## config.mk

```make
export PLATFORM = sky130hd
export DESIGN_NAME = tcon_addr
export DESIGN_NICKNAME = d
export VERILOG_FILES = /design/src/hw/rtl/tcon_pkg.sv /design/src/hw/rtl/tcon_addr.sv
export SDC_FILE = /design/constraint.sdc
export NUM_CORES = 1
export LEC_CHECK = 0
export BUFFER_PORTS_ARGS = -buffer_cell sky130_fd_sc_hd__buf_4
export CORE_AREA = 2 2 39 41
export DETAILED_ROUTE_END_ITERATION = 8
export DIE_AREA = 0 0 41 43
export MAX_ROUTING_LAYER = met4
export SLEW_MARGIN = 20
export SYNTH_ARGS = -nofsm -noshare
export SYNTH_HDL_FRONTEND = slang
export SYNTH_SLANG_ARGS = --single-unit
```

## constraint.sdc

```tcl
create_clock -name vclk -period 3.9
set_input_delay 0.39 -clock vclk [all_inputs]
set_output_delay 0.39 -clock vclk [all_outputs]
set_load 0.005 [all_outputs]
```

## src/hw/rtl/tcon_pkg.sv

```systemverilog
// ---------------------------------------------------------------------------
// Text console package
// Shared types, commands and character constants of the text console.
// ---------------------------------------------------------------------------
package tcon_pkg;

	localparam int SCREEN_COLS_DEF = 80;
	localparam int SCREEN_ROWS_DEF = 25;

	localparam logic [7:0] CH_CR    = 8'h0D;
	localparam logic [7:0] CH_LF    = 8'h0A;
	localparam logic [7:0] CH_BS    = 8'h08;
	localparam logic [7:0] CH_BLANK = 8'h20;

	typedef enum logic [2:0] {
		CMD_TTY      = 3'd0,
		CMD_SET_CUR  = 3'd1,
		CMD_GET_CUR  = 3'd2,
		CMD_SCR_UP   = 3'd3,
		CMD_SCR_DN   = 3'd4,
		CMD_READ     = 3'd5,
		CMD_WRITE    = 3'd6,
		CMD_TTY_POS  = 3'd7
	} cmd_t;

	typedef struct packed {
		cmd_t       cmd;
		logic [7:0] char_code;
		logic [7:0] cell_attr;
		logic [7:0] row;
		logic [7:0] col;
		logic [7:0] bottom_row;
		logic [7:0] right_col;
		logic [7:0] line_count;
	} req_t;

	typedef struct packed {
		logic [7:0] cursor_row;
		logic [7:0] cursor_col;
		logic [7:0] char_out;
		logic [7:0] attr_out;
		logic       cell_valid;
	} rsp_t;

endpackage

```

## src/hw/rtl/tcon_addr.sv

```systemverilog
// ---------------------------------------------------------------------------
// Text console cell address unit
// Shared multiply-add that maps a row and column to a linear cell address.
// ---------------------------------------------------------------------------
module tcon_addr import tcon_pkg::*; #(
	parameter int SCREEN_COLS = SCREEN_COLS_DEF,
	parameter int AW          = 11
) (
	input  logic [7:0]    row,
	input  logic [7:0]    col,
	output logic [AW-1:0] addr
);

	logic [31:0] prod;

	assign prod = 32'(row) * 32'(SCREEN_COLS) + 32'(col);
	assign addr = prod[AW-1:0];

endmodule

```

==> flow_metrics.tcl <==
set metrics [dict create \
    status "finished, final reports clean" \
    seq_power_share_pct 0 \
    path_delay_family "adder cells" \
    fmax_ghz 0.396 \
    die_y_um 43 \
    drive_above_1_share_pct 34.0 \
    peakVddDrop_v 0.0000716 \
    first_pass_iters 2 \
    antenna_found_initial 0 \
    port_buffers 18 \
    ctsHoldBuffers 0 \
    tns_ns 0 \
    cp_slowest_cell "fa_1" \
    rows 14 \
    max_stage_delay_ns 0.55 \
    power.density_nw_per_um2 219 \
    coreArea_um2 1380 \
    tightestPinTransition_ns 0.232 \
    end_kind "output pin" \
    flops_and_latches 0 \
    io_pins 27 \
    timing.final.ws_setup_ns 1.37 \
    netlist.area_leader.share_pct 38.6 \
    seqCellArea_um2 0 \
    post-place-ws_ns 1.37 \
    rsz0062_at_grt "no" \
    netlist_area_um2 357 \
    p_clk_share_pct 0 \
    worstHoldPathType "in -> out" \
    antenna_left 0 \
    yosysMostFrequentCell "ha_1" \
    fill_cells 152 \
    drc 0 \
    via_count 300 \
    area_growth_pct 35.1 \
    grt_usage_pct 8.32 \
    ys_seq_area_share_pct 0 \
    p_switching_mw 0.0433 \
    yosysTopAreaCell "ha_1" \
    drt_wl_total_um 607 \
    initial_utilization_pct 25.8 \
    fin_crit_ns 2.53 \
    p_leak_nw 0.261 \
    worstSetupStartpoint "row[1]" \
    synth.area.top_cells "ha_1 (39%), xnor2_1 (12%), fa_1 (11%)" \
    maxSlewHeadroom_pct 84.5 \
    cp.buffers_inverters 3 \
    synth.avg_cell_area_um2 9.14 \
    cts_resized 0 \
    arrival_ns 2.14 \
    gp_congestion 0.721 \
    multi_input_area_um2 312 \
    grt_pass1_wl_um 1090 \
    die-area_um2 1760 \
    worstPathCellList "buf_4 > ha_1 > ha_1 > inv_1 > fa_1 > nand2b_1 > o22ai_1 > xnor2_1 > buf_4" \
    finalNetCount 84 \
    hold_viol 0 \
    drt_iter0_drc 1 \
    synthCells 39 \
    wl_per_cell_um 8.80 \
    grt_max_degree 5 \
    critical_path_class "in -> out" \
    worstPathRequired_ns 3.51 \
    ys_warn_count 0 \
    hold_start "col[0]" \
    crit_path_start_kind "input pin" \
    p_int_mw 0.0623 \
    maxSlewViolCount 0 \
    cap_violations 0 \
    yosys-top-cells-count "ha_1 (11), xnor2_1 (5), buf_4 (4), inv_1 (4), xor2_1 (4)" \
    final_util_pct 34.8 \
    clockBufferCount 0 \
    ys_types 11 \
    synth_nets 68 \
    setup_viol 0 \
    finalCritPeriodShare_pct 64.7 \
    crit_fanout 4 \
    p_sw_share_pct 41.0 \
    p_comb_share_pct 100.0 \
    viasPerCell 4.35 \
    post_cts_buffers 0 \
    dieWidth_um 41 \
    grt_overflow 0 \
    antenna_cells 0 \
    grt_pass1_vias 288 \
    hpwl_um 565 \
]
-- cells by family after synthesis --
| family | share of synthesized area (%) |
|---|---|
| AO/OA/AOI/OAI | 12.3 |
| XOR/XNOR | 22.1 |
| adder cells (fa/ha/maj) | 49.8 |
| buffers and inverters | 12.6 |
| AND/OR/NAND/NOR | 3.16 |
-- power groups by stage --
stage          registers (mW)  clock network (mW)  logic, mW
2_1_floorplan               0                   0     0.0613
3_3_place_gp                0                   0      0.106
3_5_place_dp                0                   0      0.107
4_1_cts                     0                   0      0.107
5_1_grt                     0                   0      0.119
6_report                    0                   0      0.106
-- metal layers --
| layer | up-vias | GRT usage (%) | wire (um) |
|---|---|---|---|
| met5 | - | - | 0 |
| met4 | 0 | 1.33 | 0 |
| met3 | 0 | 0 | 43 |
| met2 | 8 | 13.4 | 291 |
| met1 | 133 | 11.5 | 272 |
| li1 | 159 | - | - |
-- path summary, 6_finish.rpt --
| check | endpoint | cells after the start | slack (ns) |
|---|---|---|---|
| worst max-delay path | addr[9] | 9 | 1.37 |
| worst min-delay path | addr[0] | 0 | 0.78 |
-- through the flow --
| stage | hold WS, ns | power (mW) | instances | instance area, um^2 |
|---|---|---|---|---|
| finish | 0.780 | 0.106 | 69 | 482 |
| floorplan | 0.861 | 0.0613 | 39 | 357 |
| CTS | 0.780 | 0.107 | 69 | 482 |
| global route | 0.780 | 0.119 | 69 | 482 |
| global placement | 0.780 | 0.106 | 69 | 482 |
| detailed placement | 0.780 | 0.107 | 69 | 482 |
-- layout by cell type (no fill, tap or decap) --
master    count
a21o_1        3
a21oi_1       3
buf_4        18
fa_1          2
ha_1         11
inv_1         4
nand2b_1      1
nor3_1        1
o22ai_1       1
xnor2_1       5
xor2_1        4
-- final cells by class --
type / instances / area share (%)
Timing Repair Buffer: 18 / 28.1
Inverter: 4 / 3.12
Multi-Input combinational cell: 31 / 64.7
Tap cell: 16 / 4.16
No activity file was read; power rests on OpenSTA's default activity.
